==> config.mk <==
export PLATFORM = sky130hd
export DESIGN_NAME = tgem_ram
export DESIGN_NICKNAME = d
export VERILOG_FILES = /design/src/hdl/tgem_ram.sv
export SDC_FILE = /design/constraint.sdc
export NUM_CORES = 1
export LEC_CHECK = 0
export BUFFER_PORTS_ARGS = -buffer_cell sky130_fd_sc_hd__buf_2
export CORE_MARGIN = 5
export CORE_UTILIZATION = 60
export CTS_BUF_LIST = sky130_fd_sc_hd__clkbuf_4 sky130_fd_sc_hd__clkbuf_8
export DETAILED_ROUTE_END_ITERATION = 10
export PLACE_DENSITY = 0.78
export SYNTH_ARGS = -nofsm -noshare
export SYNTH_HDL_FRONTEND = slang
export SYNTH_SLANG_ARGS = --single-unit
==> constraint.sdc <==
create_clock -name i_clk -period 4.5 [get_ports i_clk]
set_clock_uncertainty 0.2 [all_clocks]
set_input_delay 0.9 -clock i_clk [delete_from_list [all_inputs] [get_ports i_clk]]
set_output_delay 0.9 -clock i_clk [all_outputs]
set_load 0.01 [all_outputs]
==> src/hdl/tgem_ram.sv <==
// Generic simple dual-port RAM with registered read.
`default_nettype none

module tgem_ram #(
    parameter int WIDTH = 8,
    parameter int DEPTH = 16
) (
    input  wire                      i_clk,
    input  wire                      i_we,
    input  wire  [$clog2(DEPTH)-1:0] i_waddr,
    input  wire  [WIDTH-1:0]         i_wdata,
    input  wire  [$clog2(DEPTH)-1:0] i_raddr,
    output logic [WIDTH-1:0]         o_rdata
);

    logic [WIDTH-1:0] r_mem [DEPTH];

    always_ff @(posedge i_clk) begin
        if (i_we) begin
            r_mem[i_waddr] <= i_wdata;
        end
        o_rdata <= r_mem[i_raddr];
    end

endmodule

`default_nettype wire

==> results.toml <==
[sta]
maxSlewHeadroom_pct = 17.7
worst_slew_pin_slew_ns = 1.23
setup_viol = 0
rsz0062_at_grt = "no"
hold_viol = 0
setup_ws_ns = 1.86
fin_crit_sh_pct = 58.8
finalSetupTns_ns = 0
period_needed_ns = 2.64
clock.fmax_mhz = 378
drv_slew = 0

[setup_path]
r2r_setup_slack_ns = 2.94
cp-start-kind = "primary input"
rr_endpoint = "o_rdata[2]"
r2r_start = "r_mem[1][2]"
critical_path_peak_fanout = 8
cp_data_arrival_time_ns = 2.48
r2r.worst_path.cells = 3
endpoint_kind = "flip-flop"
cp.required_ns = 4.34
startpoint = "i_waddr[2]"
worstSetupPathType = "in -> reg"

[synth]
synth_seq_cells = 136
synthDominantCellAreaShare_pct = 74.7
synth_nets = 247
syn_avg_cell_area_sq_um = 22.5
synth_top_cell_by_area = "edfxtp_1"
yosys-top-cells-area = "edfxtp_1, mux4_2, mux4_1, dfxtp_1, a22oi_1"
ys_seq_area_share_pct = 77.8
synth_cell_types = 19
yosysWarnings = 0
syn_inst = 229
syn-cell-area_sq_mm = 0.00515

[layout]
n_antenna_cell = 0
instances_no_fill = 382
multiInputGateArea_sq_mm = 0.00107
regArea_sq_mm = 0.00400
area_growth_pct = 10.2
fillers = 497
drive_above_1_share_pct = 28.5
fin_util_pct = 68.4
nets = 282

[drt]
wl_microns = 8980
first_pass_iters = 6
viasPerCell = 6.35
drt_iter0_markers = 243
route.detailed.drc = 0
final_antenna_net_count = 0
post_drt_wl_per_cell_microns = 23.5
vias = 2424

[global_route]
grt_start_max_net_pins = 33
grt_pass1_vias = 2385
grtUsageTotal_pct = 18.8
antenna_found_initial = 0
grt_overflow = 0
grt_first_pass_wirelength_microns = 13700

[worst_hold_path]
hold_class = "reg -> reg"
hold_depth = 3
min_to = "o_rdata[7]"
min_from = "r_mem[15][7]"

[placed_design]
place_inst = 350
post-place-ws_ns = 1.42
gp_congestion = 0.775
io_buffers = 25
dp_hpwl_microns = 5430

[floorplan]
die_y_microns = 103
start_util_pct = 62.0
die_w_microns = 103
dieArea_sq_mm = 0.0105
ios = 26
fp-row-count = 33
core_area_sq_mm = 0.00830

[power]
power.density_mw_per_mm2 = 420
leakage_nw = 1.87
irDropWorstVdd_uv = 258
finalPower_mw = 2.38

[run]
cap_viol_max_count = 0

[clock_tree]
cts_buffers = 17
cts.sinks = 136
cts_buffer_depth = 2
htree_levels = 4
cts_hold_repair.buffers = 0
clk_pin_slew_ns = 0.07
clkLatencyLatePin_ns = 0.43
cts.repair.resized = 0
cts_root_buffer = "clkbuf_8"
cts_tree = "done"
postCtsSetupBuffers = 0

[status]
status = "finished, final reports clean"
==> per-stage QoR <==
stage	area, sq um	hold WS [ns]
after CTS	5670	0.477
after global routing	5670	0.504
after floorplan	5150	0.429
after global placement	5340	0.446
final	5670	0.472
after detailed placement	5340	0.460
==> sequential cells by signal, indices dropped and copies added, names as in the netlist <==
| register | flops |
|---|---|
| o_rdata | 8 |
| r_mem | 128 |
==> kinds of logic (layout without fill, tap and decap cells) <==
| group | count (synthesis) | count (layout) | share of synthesized area (%) |
|---|---|---|---|
| buffers and inverters | 10 | 58 | 1.68 |
| muxes | 32 | 32 | 15.0 |
| AOI/OAI and AO/OA | 16 | 16 | 2.33 |
| and+or+nand+nor | 35 | 35 | 3.18 |
| DFF | 136 | 136 | 77.8 |
==> cells in the final DEF, fill, tap and decap left out, drive strengths merged, types with 4 or more instances in the layout <==
cell type | Yosys | routed
a22oi | 16 | 16
buf | 7 | 26
clkbuf | 0 | 19
clkinv | 0 | 9
clkinvlp | 0 | 4
dfxtp | 8 | 8
edfxtp | 128 | 128
mux4 | 32 | 32
nand2 | 9 | 9
nor2 | 13 | 13
nor3 | 4 | 4
==> cell usage after synthesis <==
master           instances
a22oi_1                 16
and2_1                   1
and2b_1                  1
buf_2                    3
buf_4                    1
buf_6                    3
clkdlybuf4s25_2          3
dfxtp_1                  8
edfxtp_1               128
mux4_1                  14
mux4_2                  18
nand2_1                  9
nand2b_1                 2
nand3_1                  1
nand3b_1                 2
nor2_1                  13
nor2b_1                  1
nor3_1                   4
or3b_2                   1
==> layer usage <==
layer	GRT usage [%]	routed length, microns
met1	26.3	3550
met2	28.9	4390
met3	5.55	843
met4	6.46	206
met5	0	0
==> how the worst max path moves through the flow <==
stage,to,slack [ns],depth (start not counted)
floorplan,r_mem[0][0],1.91,2
detailed placement,o_rdata[1],1.42,4
global placement,o_rdata[1],1.39,4
CTS,r_mem[0][5],1.87,3
finish,r_mem[0][5],1.86,3
global route,o_rdata[1],1.75,4
==> worst max-delay path, cell delays in order <==
cell and delay, ns:
buf_2 0.12, or3b_2 0.51, nor3_1 0.95
==> power by group <==
part           internal (mW)  switching [mW]
registers               1.41         0.00764
clock network          0.394           0.440
logic                 0.0505          0.0732
==> cell type report <==
cell class	instances	area share (%)
clock inverters	13	1.46
flip-flops and latches	136	70.6
clock buffers	19	4.50
multi-input cells	83	18.8
well taps	105	2.32
repair buffers	26	2.34
Power figures use the tool's default switching activity.
