===== src/hdl/tgem_pkg.sv =====
// Shared constants, codes and result type for the tile grid edge mask store.
`default_nettype none

package tgem_pkg;

    localparam int GRID_SIDE_DEF = 128;
    localparam int KEY_SLOTS_DEF = 64;

    localparam logic OP_PLACE = 1'b0;
    localparam logic OP_READ  = 1'b1;

    localparam logic [1:0] ST_DONE     = 2'd0;
    localparam logic [1:0] ST_OCCUPIED = 2'd1;
    localparam logic [1:0] ST_OOB      = 2'd2;
    localparam logic [1:0] ST_FULL     = 2'd3;

    localparam logic [1:0] DIR_RIGHT  = 2'd0;
    localparam logic [1:0] DIR_TOP    = 2'd1;
    localparam logic [1:0] DIR_LEFT   = 2'd2;
    localparam logic [1:0] DIR_BOTTOM = 2'd3;

    typedef struct packed {
        logic [1:0]  status;
        logic        present;
        logic [31:0] cell_key;
        logic [3:0]  edge_mask;
    } t_result;

endpackage

`default_nettype wire


===== src/hdl/tgem_seq.sv =====
// Sequencer and shared address unit: clear, key search and neighbor linking.
`default_nettype none

module tgem_seq #(
    parameter int GRID_SIDE = tgem_pkg::GRID_SIDE_DEF,
    parameter int KEY_SLOTS = tgem_pkg::KEY_SLOTS_DEF,
    localparam int DEPTH = GRID_SIDE * GRID_SIDE,
    localparam int IW    = $clog2(DEPTH),
    localparam int SW    = $clog2(KEY_SLOTS + 1),
    localparam int KAW   = $clog2(KEY_SLOTS),
    localparam int CLW   = SW + 4
) (
    input  wire                     i_clk,
    input  wire                     i_rst_n,
    input  wire                     i_valid,
    output logic                    o_ready,
    input  wire                     i_op,
    input  wire  [7:0]              i_x,
    input  wire  [7:0]              i_y,
    input  wire  [31:0]             i_key,
    output tgem_pkg::t_result       o_res,
    output logic                    o_res_valid,
    input  wire                     i_res_take,
    output logic                    o_grid_we,
    output logic [IW-1:0]           o_grid_waddr,
    output logic [CLW-1:0]          o_grid_wdata,
    output logic [IW-1:0]           o_grid_raddr,
    input  wire  [CLW-1:0]          i_grid_rdata,
    output logic                    o_key_we,
    output logic [KAW-1:0]          o_key_waddr,
    output logic [31:0]             o_key_wdata,
    output logic [KAW-1:0]          o_key_raddr,
    input  wire  [31:0]             i_key_rdata
);

    localparam int CW1 = $clog2(GRID_SIDE) + 1;
    localparam logic [31:0] GS32 = 32'(GRID_SIDE);

    typedef enum logic [3:0] {
        S_CLEAR, S_IDLE, S_CEN_RD, S_CEN_CHK, S_KEY_RD, S_KEY_CHK,
        S_SRCH, S_NB_RD, S_NB_CHK, S_CEN_WR, S_DONE
    } t_state;

    t_state            r_state;
    logic [IW-1:0]     r_clr;
    logic [SW-1:0]     r_count;
    logic [SW-1:0]     r_i;
    logic [SW-1:0]     r_pidx;
    logic              r_pend;
    logic [1:0]        r_nb;
    logic              r_op;
    logic [CW1-1:0]    r_x;
    logic [CW1-1:0]    r_y;
    logic [31:0]       r_key;
    logic [SW-1:0]     r_slot;
    logic [3:0]        r_mask;
    logic [1:0]        r_status;
    tgem_pkg::t_result r_res;

    logic              nb_sel;
    logic [CW1-1:0]    nx;
    logic [CW1-1:0]    ny;
    logic              inb;
    logic [IW-1:0]     addr;
    logic [SW-1:0]     slot_m1;
    logic [SW-1:0]     cell_slot;
    logic [3:0]        own_bit;
    logic [3:0]        other_bit;
    logic              in_grid;

    assign nb_sel = (r_state == S_NB_RD) || (r_state == S_NB_CHK);

    always_comb begin
        nx = r_x;
        ny = r_y;
        if (nb_sel) begin
            case (r_nb)
                tgem_pkg::DIR_RIGHT:  nx = r_x + CW1'(1);
                tgem_pkg::DIR_TOP:    ny = r_y - CW1'(1);
                tgem_pkg::DIR_LEFT:   nx = r_x - CW1'(1);
                tgem_pkg::DIR_BOTTOM: ny = r_y + CW1'(1);
                default:              nx = r_x;
            endcase
        end
    end

    assign inb       = (32'(nx) < GS32) && (32'(ny) < GS32);
    assign addr      = IW'(32'(ny) * GS32 + 32'(nx));
    assign slot_m1   = r_slot - SW'(1);
    assign cell_slot = i_grid_rdata[CLW-1:4];
    assign own_bit   = 4'b0001 << r_nb;
    assign other_bit = 4'b0001 << (r_nb ^ 2'd2);
    assign in_grid   = ({24'd0, i_x} < GS32) && ({24'd0, i_y} < GS32);

    assign o_ready     = (r_state == S_IDLE);
    assign o_res_valid = (r_state == S_DONE);
    assign o_res       = r_res;

    always_comb begin
        o_grid_we    = 1'b0;
        o_grid_waddr = addr;
        o_grid_wdata = {r_slot, r_mask};
        o_grid_raddr = addr;
        case (r_state)
            S_CLEAR: begin
                o_grid_we    = 1'b1;
                o_grid_waddr = r_clr;
                o_grid_wdata = '0;
            end
            S_NB_CHK: begin
                o_grid_we    = (cell_slot == r_slot);
                o_grid_wdata = i_grid_rdata | CLW'(other_bit);
            end
            S_CEN_WR: begin
                o_grid_we = 1'b1;
            end
            default: begin
                o_grid_we = 1'b0;
            end
        endcase
    end

    assign o_key_raddr = (r_state == S_SRCH) ? r_i[KAW-1:0] : slot_m1[KAW-1:0];
    assign o_key_waddr = r_count[KAW-1:0];
    assign o_key_wdata = r_key;
    assign o_key_we    = (r_state == S_SRCH) && !(r_pend && (i_key_rdata == r_key))
                         && !(r_i < r_count) && (r_count < SW'(KEY_SLOTS));

    always_ff @(posedge i_clk) begin
        if (!i_rst_n) begin
            r_state <= S_CLEAR;
            r_clr   <= '0;
            r_count <= '0;
            r_pend  <= 1'b0;
        end else begin
            case (r_state)
                S_CLEAR: begin
                    r_clr <= r_clr + IW'(1);
                    if (r_clr == IW'(DEPTH - 1)) begin
                        r_state <= S_IDLE;
                    end
                end
                S_IDLE: begin
                    if (i_valid) begin
                        r_op  <= i_op;
                        r_x   <= CW1'(i_x);
                        r_y   <= CW1'(i_y);
                        r_key <= i_key;
                        if (in_grid) begin
                            r_state <= S_CEN_RD;
                        end else begin
                            r_res   <= '{tgem_pkg::ST_OOB, 1'b0, 32'd0, 4'd0};
                            r_state <= S_DONE;
                        end
                    end
                end
                S_CEN_RD: begin
                    r_state <= S_CEN_CHK;
                end
                S_CEN_CHK: begin
                    r_slot   <= cell_slot;
                    r_mask   <= i_grid_rdata[3:0];
                    r_status <= (r_op == tgem_pkg::OP_READ) ? tgem_pkg::ST_DONE
                                                            : tgem_pkg::ST_OCCUPIED;
                    if (cell_slot != '0) begin
                        r_state <= S_KEY_RD;
                    end else if (r_op == tgem_pkg::OP_READ) begin
                        r_res   <= '{tgem_pkg::ST_DONE, 1'b0, 32'd0, 4'd0};
                        r_state <= S_DONE;
                    end else begin
                        r_i     <= '0;
                        r_pend  <= 1'b0;
                        r_state <= S_SRCH;
                    end
                end
                S_KEY_RD: begin
                    r_state <= S_KEY_CHK;
                end
                S_KEY_CHK: begin
                    r_res   <= '{r_status, 1'b1, i_key_rdata, r_mask};
                    r_state <= S_DONE;
                end
                S_SRCH: begin
                    r_mask <= '0;
                    r_nb   <= tgem_pkg::DIR_RIGHT;
                    if (r_pend && (i_key_rdata == r_key)) begin
                        r_slot  <= r_pidx + SW'(1);
                        r_pend  <= 1'b0;
                        r_state <= S_NB_RD;
                    end else if (r_i < r_count) begin
                        r_pend <= 1'b1;
                        r_pidx <= r_i;
                        r_i    <= r_i + SW'(1);
                    end else begin
                        r_pend <= 1'b0;
                        if (r_count < SW'(KEY_SLOTS)) begin
                            r_count <= r_count + SW'(1);
                            r_slot  <= r_count + SW'(1);
                            r_state <= S_NB_RD;
                        end else begin
                            r_res   <= '{tgem_pkg::ST_FULL, 1'b0, 32'd0, 4'd0};
                            r_state <= S_DONE;
                        end
                    end
                end
                S_NB_RD: begin
                    if (inb) begin
                        r_state <= S_NB_CHK;
                    end else if (r_nb == tgem_pkg::DIR_BOTTOM) begin
                        r_state <= S_CEN_WR;
                    end else begin
                        r_nb <= r_nb + 2'd1;
                    end
                end
                S_NB_CHK: begin
                    if (cell_slot == r_slot) begin
                        r_mask <= r_mask | own_bit;
                    end
                    if (r_nb == tgem_pkg::DIR_BOTTOM) begin
                        r_state <= S_CEN_WR;
                    end else begin
                        r_nb    <= r_nb + 2'd1;
                        r_state <= S_NB_RD;
                    end
                end
                S_CEN_WR: begin
                    r_res   <= '{tgem_pkg::ST_DONE, 1'b1, r_key, r_mask};
                    r_state <= S_DONE;
                end
                S_DONE: begin
                    if (i_res_take) begin
                        r_state <= S_IDLE;
                    end
                end
                default: begin
                    r_state <= S_IDLE;
                end
            endcase
        end
    end

endmodule

`default_nettype wire


===== config.mk =====
export PLATFORM = sky130hd
export DESIGN_NAME = tgem_seq
export DESIGN_NICKNAME = d
export VERILOG_FILES = /design/src/hdl/tgem_pkg.sv /design/src/hdl/tgem_seq.sv
export SDC_FILE = /design/constraint.sdc
export NUM_CORES = 1
export LEC_CHECK = 0
export BUFFER_PORTS_ARGS = -buffer_cell sky130_fd_sc_hd__clkbuf_2
export CORE_ASPECT_RATIO = 1.25
export CORE_MARGIN = 2
export CORE_UTILIZATION = 50
export CTS_CLUSTER_DIAMETER = 200
export DETAILED_ROUTE_END_ITERATION = 8
export GPL_ROUTABILITY_DRIVEN = 1
export PLACE_DENSITY = 0.78
export SETUP_SLACK_MARGIN = 0.1
export SLEW_MARGIN = 20
export SYNTH_ARGS = -nofsm -noshare
export SYNTH_HDL_FRONTEND = slang
export SYNTH_SLANG_ARGS = --single-unit

===== constraint.sdc =====
create_clock -name i_clk -period 9.9 [get_ports i_clk]
set_clock_uncertainty 0.15 [all_clocks]
set_input_delay 2.475 -clock i_clk [delete_from_list [all_inputs] [get_ports i_clk]]
set_output_delay 2.475 -clock i_clk [all_outputs]
set_load 0.03 [all_outputs]

==> impl_metrics.json <==
{
  "status": "finished, final reports clean",
  "async_flop_share_pct": 0,
  "maxCapViolCount": 0,
  "drc": 0,
  "ctsResizeCount": 0,
  "hold_violations": 0,
  "p_per_area_nw_per_um2": 238,
  "vias": 6270,
  "setup_tns_ns": 0,
  "drt-wirelength-per-cell_um": 17.4,
  "post_drt_via_cell_ratio": 5.45,
  "portBuffers": 221,
  "cts_tree": "yes",
  "vdd_drop_max_v": 0.000205,
  "syn-num-nets": 837,
  "ys_types": 69,
  "finalNetCount": 1047,
  "placed_area_um2": 9000,
  "worstReg2RegStart": "r_nb[0]$_SDFFCE_PP0P_",
  "post-route-min-period_ns": 6.99,
  "worst_skew_pair.late_latency_ns": 0.42,
  "hold_path_class": "flip-flop to flip-flop",
  "synth-edff-count": 116,
  "path_clk_slew_ns": 0.06,
  "die_h_um": 143,
  "period_share_pct": 70.6,
  "hold_depth": 2,
  "synth_cells": 720,
  "drt_wl_total_um": 20000,
  "die_width_um": 115,
  "setup_ws_ns": 2.91,
  "grt_pass1_wl_um": 30400,
  "yosysTopAreaCellShare_pct": 45.1,
  "arrival_ns": 4.37,
  "cts-root-buf": "clkbuf_16",
  "grt_pass1_vias": 5986,
  "cts_buffers": 17,
  "dieArea_um2": 16500,
  "r2r_end": "r_nb[0]$_SDFFCE_PP0P_",
  "grtUsageTotal_pct": 24.3,
  "initial_core_util_pct": 51.2,
  "path_max_fanout": 18,
  "utilization_pct": 63.6,
  "core_area_um2": 15100,
  "max_freq_mhz": 143,
  "slew_headroom_pct": 36.9,
  "ys_top_cells_by_area": "edfxtp_1 45%, xor2_1 6.9%, dfxtp_1 6.7%",
  "avgSynthCellArea_um2": 10.7,
  "finalSetupViolations": 0,
  "ys_seq_area_share_pct": 51.8,
  "yosysTopAreaCell": "edfxtp_1",
  "cp-start-kind": "primary input",
  "cp.required_ns": 7.28,
  "pin_count": 222,
  "layout-drive-gt1-share_pct": 31.4,
  "tightest_slew_ns": 0.938,
  "rsz0062_at_grt": "false",
  "fillerInstances": 1258,
  "holdCritStartpoint": "r_pend$_SDFFE_PN0P_",
  "endpoint_kind": "primary output",
  "reg2reg_slack_ns": 6.59,
  "antenna_found_initial": 0,
  "num_rows": 50,
  "crit_type": "primary input to primary output",
  "netlist_area_um2": 7720,
  "cts-htree-levels": 4,
  "diodes": 0,
  "cts_setup_buffers": 0,
  "reg2reg_depth": 9,
  "postLayoutCellArea_um2": 9600,
  "drt_iter0_markers": 469,
  "gp_congestion": 0.896,
  "clk_path_buf_depth": 2,
  "antenna_left": 0,
  "cts_hold_buf": 0,
  "pre_cts_ws_ns": 2.91,
  "p_leak_nw": 3.89,
  "dp_hpwl_um": 15100,
  "overflow": 0,
  "drv_slew": 0,
  "areaGrowthSynthToFinish_pct": 24.2,
  "hold_path_end": "r_pend$_SDFFE_PN0P_",
  "dr.pass1.iters": 5,
  "cts_sinks": 142,
  "ys.warnings.count": 0,
  "grt_max_degree": 40,
  "synth_ff_type": "edfxtp_1",
  "synth_seq_cells": 142
}
power breakdown:
group / switching (W) / internal, W / leakage (nW)
clock: 0.000258 / 0.000374 / 0.277
combinational: 0.000587 / 0.000261 / 2.33
sequential: 0.0000618 / 0.000739 / 1.28
kinds of logic (layout without fill, tap and decap cells):
kind of cell             after synthesis  in the layout  synth area share (%)
multiplexers                          16             16                  2.30
XOR/XNOR                              90             90                  10.2
buffers and inverters                 65            288                  3.69
AND/OR/NAND/NOR                      243            243                  15.9
AO/OA/AOI/OAI                        143            143                  12.6
flip-flops                           142            142                  51.8
adder cells (fa/ha/maj)               21             21                  3.50
through the flow:
stage               total power, W  instances  hold slack [ns]
floorplan                  0.00142        720            0.300
global placement           0.00165       1119            0.344
detailed placement         0.00166       1119            0.351
CTS                        0.00229       1151            0.360
global route               0.00239       1151            0.387
finish                     0.00228       1151            0.362
Yosys cell counts, types with 10 or more instances:
cell type / n
nor2_1: 53
mux2_2: 10
a21oi_1: 28
nor3_1: 20
nand2_1: 70
xnor2_1: 29
o21ai_0: 44
edfxtp_1: 116
nand3_1: 26
nor4_1: 14
a22o_1: 32
nand2b_1: 10
xor2_1: 61
dfxtp_1: 26
ha_1: 20
inv_1: 22
clkbuf_1: 28
critical path, stage by stage:
cell	delay [ns]
clkbuf_2	0.10
xor2_1	0.15
nor4_1	0.43
nand4_1	0.22
nor3_2	0.24
buf_4	0.25
or4_1	0.20
inv_2	0.10
clkbuf_2	0.19
worst max-delay path by stage:
stage                          startpoint            endpoint  slack (ns)  cells after the start
after floorplan           i_grid_rdata[6]  o_res[0]$_DFFE_PP_        1.84                      4
after global placement     i_key_rdata[2]            o_key_we        2.87                      9
after detailed placement   i_key_rdata[2]            o_key_we        2.91                      9
after CTS                  i_key_rdata[2]            o_key_we        2.89                      9
after global routing       i_key_rdata[2]            o_key_we        2.81                      9
final                      i_key_rdata[2]            o_key_we        2.91                      9
sequential cells by signal, indices dropped and copies added, names as in the netlist:
| name | count |
|---|---|
| r_status | 1 |
| r_nb | 2 |
| o_key_wdata | 32 |
| r_clr | 14 |
| r_count | 7 |
| r_i | 7 |
| r_y | 8 |
| r_pidx | 7 |
| o_res | 39 |
| r_x | 8 |
| r_slot | 7 |
| r_pend | 1 |
| r_state | 4 |
| r_mask | 4 |
| r_op | 1 |
layer usage:
layer	wire [µm]	vias up	GRT usage (%)
met4	470	0	8.62
met5	0	-	0
met3	1530	40	6.58
met1	7860	2936	27.6
met2	10200	257	43.5
li1	-	3037	-
placed cells by master (no fill, tap or decap), types with 3 or more instances in the layout:
cell,n
dfxtp_1,26
ha_1,20
nand2_1,70
xnor2_1,29
mux2_2,10
nor3_2,4
clkbuf_16,17
nand3_1,26
xor2_1,61
clkinvlp_4,3
or3_1,7
a211oi_1,3
edfxtp_1,116
nor3_1,18
buf_4,10
inv_6,4
nand4_1,5
a21o_1,3
mux2i_1,5
inv_1,22
nor4_2,3
clkinv_4,5
o21ai_0,44
nor4_1,12
nor2b_1,8
a21oi_1,28
nor2_1,53
and3_1,8
clkbuf_2,221
a22o_1,32
o211ai_1,3
and2_1,4
o21a_1,4
nand2b_1,10
o2111ai_1,3
layout make-up:
type                            instances  area (µm²)  area share (%)
Clock inverter                         15         163            1.70
Tap cell                              208         260            2.71
Inverter                               25        98.8            1.03
Clock buffer                           17         425            4.43
Multi-Input combinational cell        513        3460            36.1
Timing Repair Buffer                  231        1180            12.3
Sequential cell                       142        4000            41.7
No activity file was read; power rests on OpenSTA's default activity.
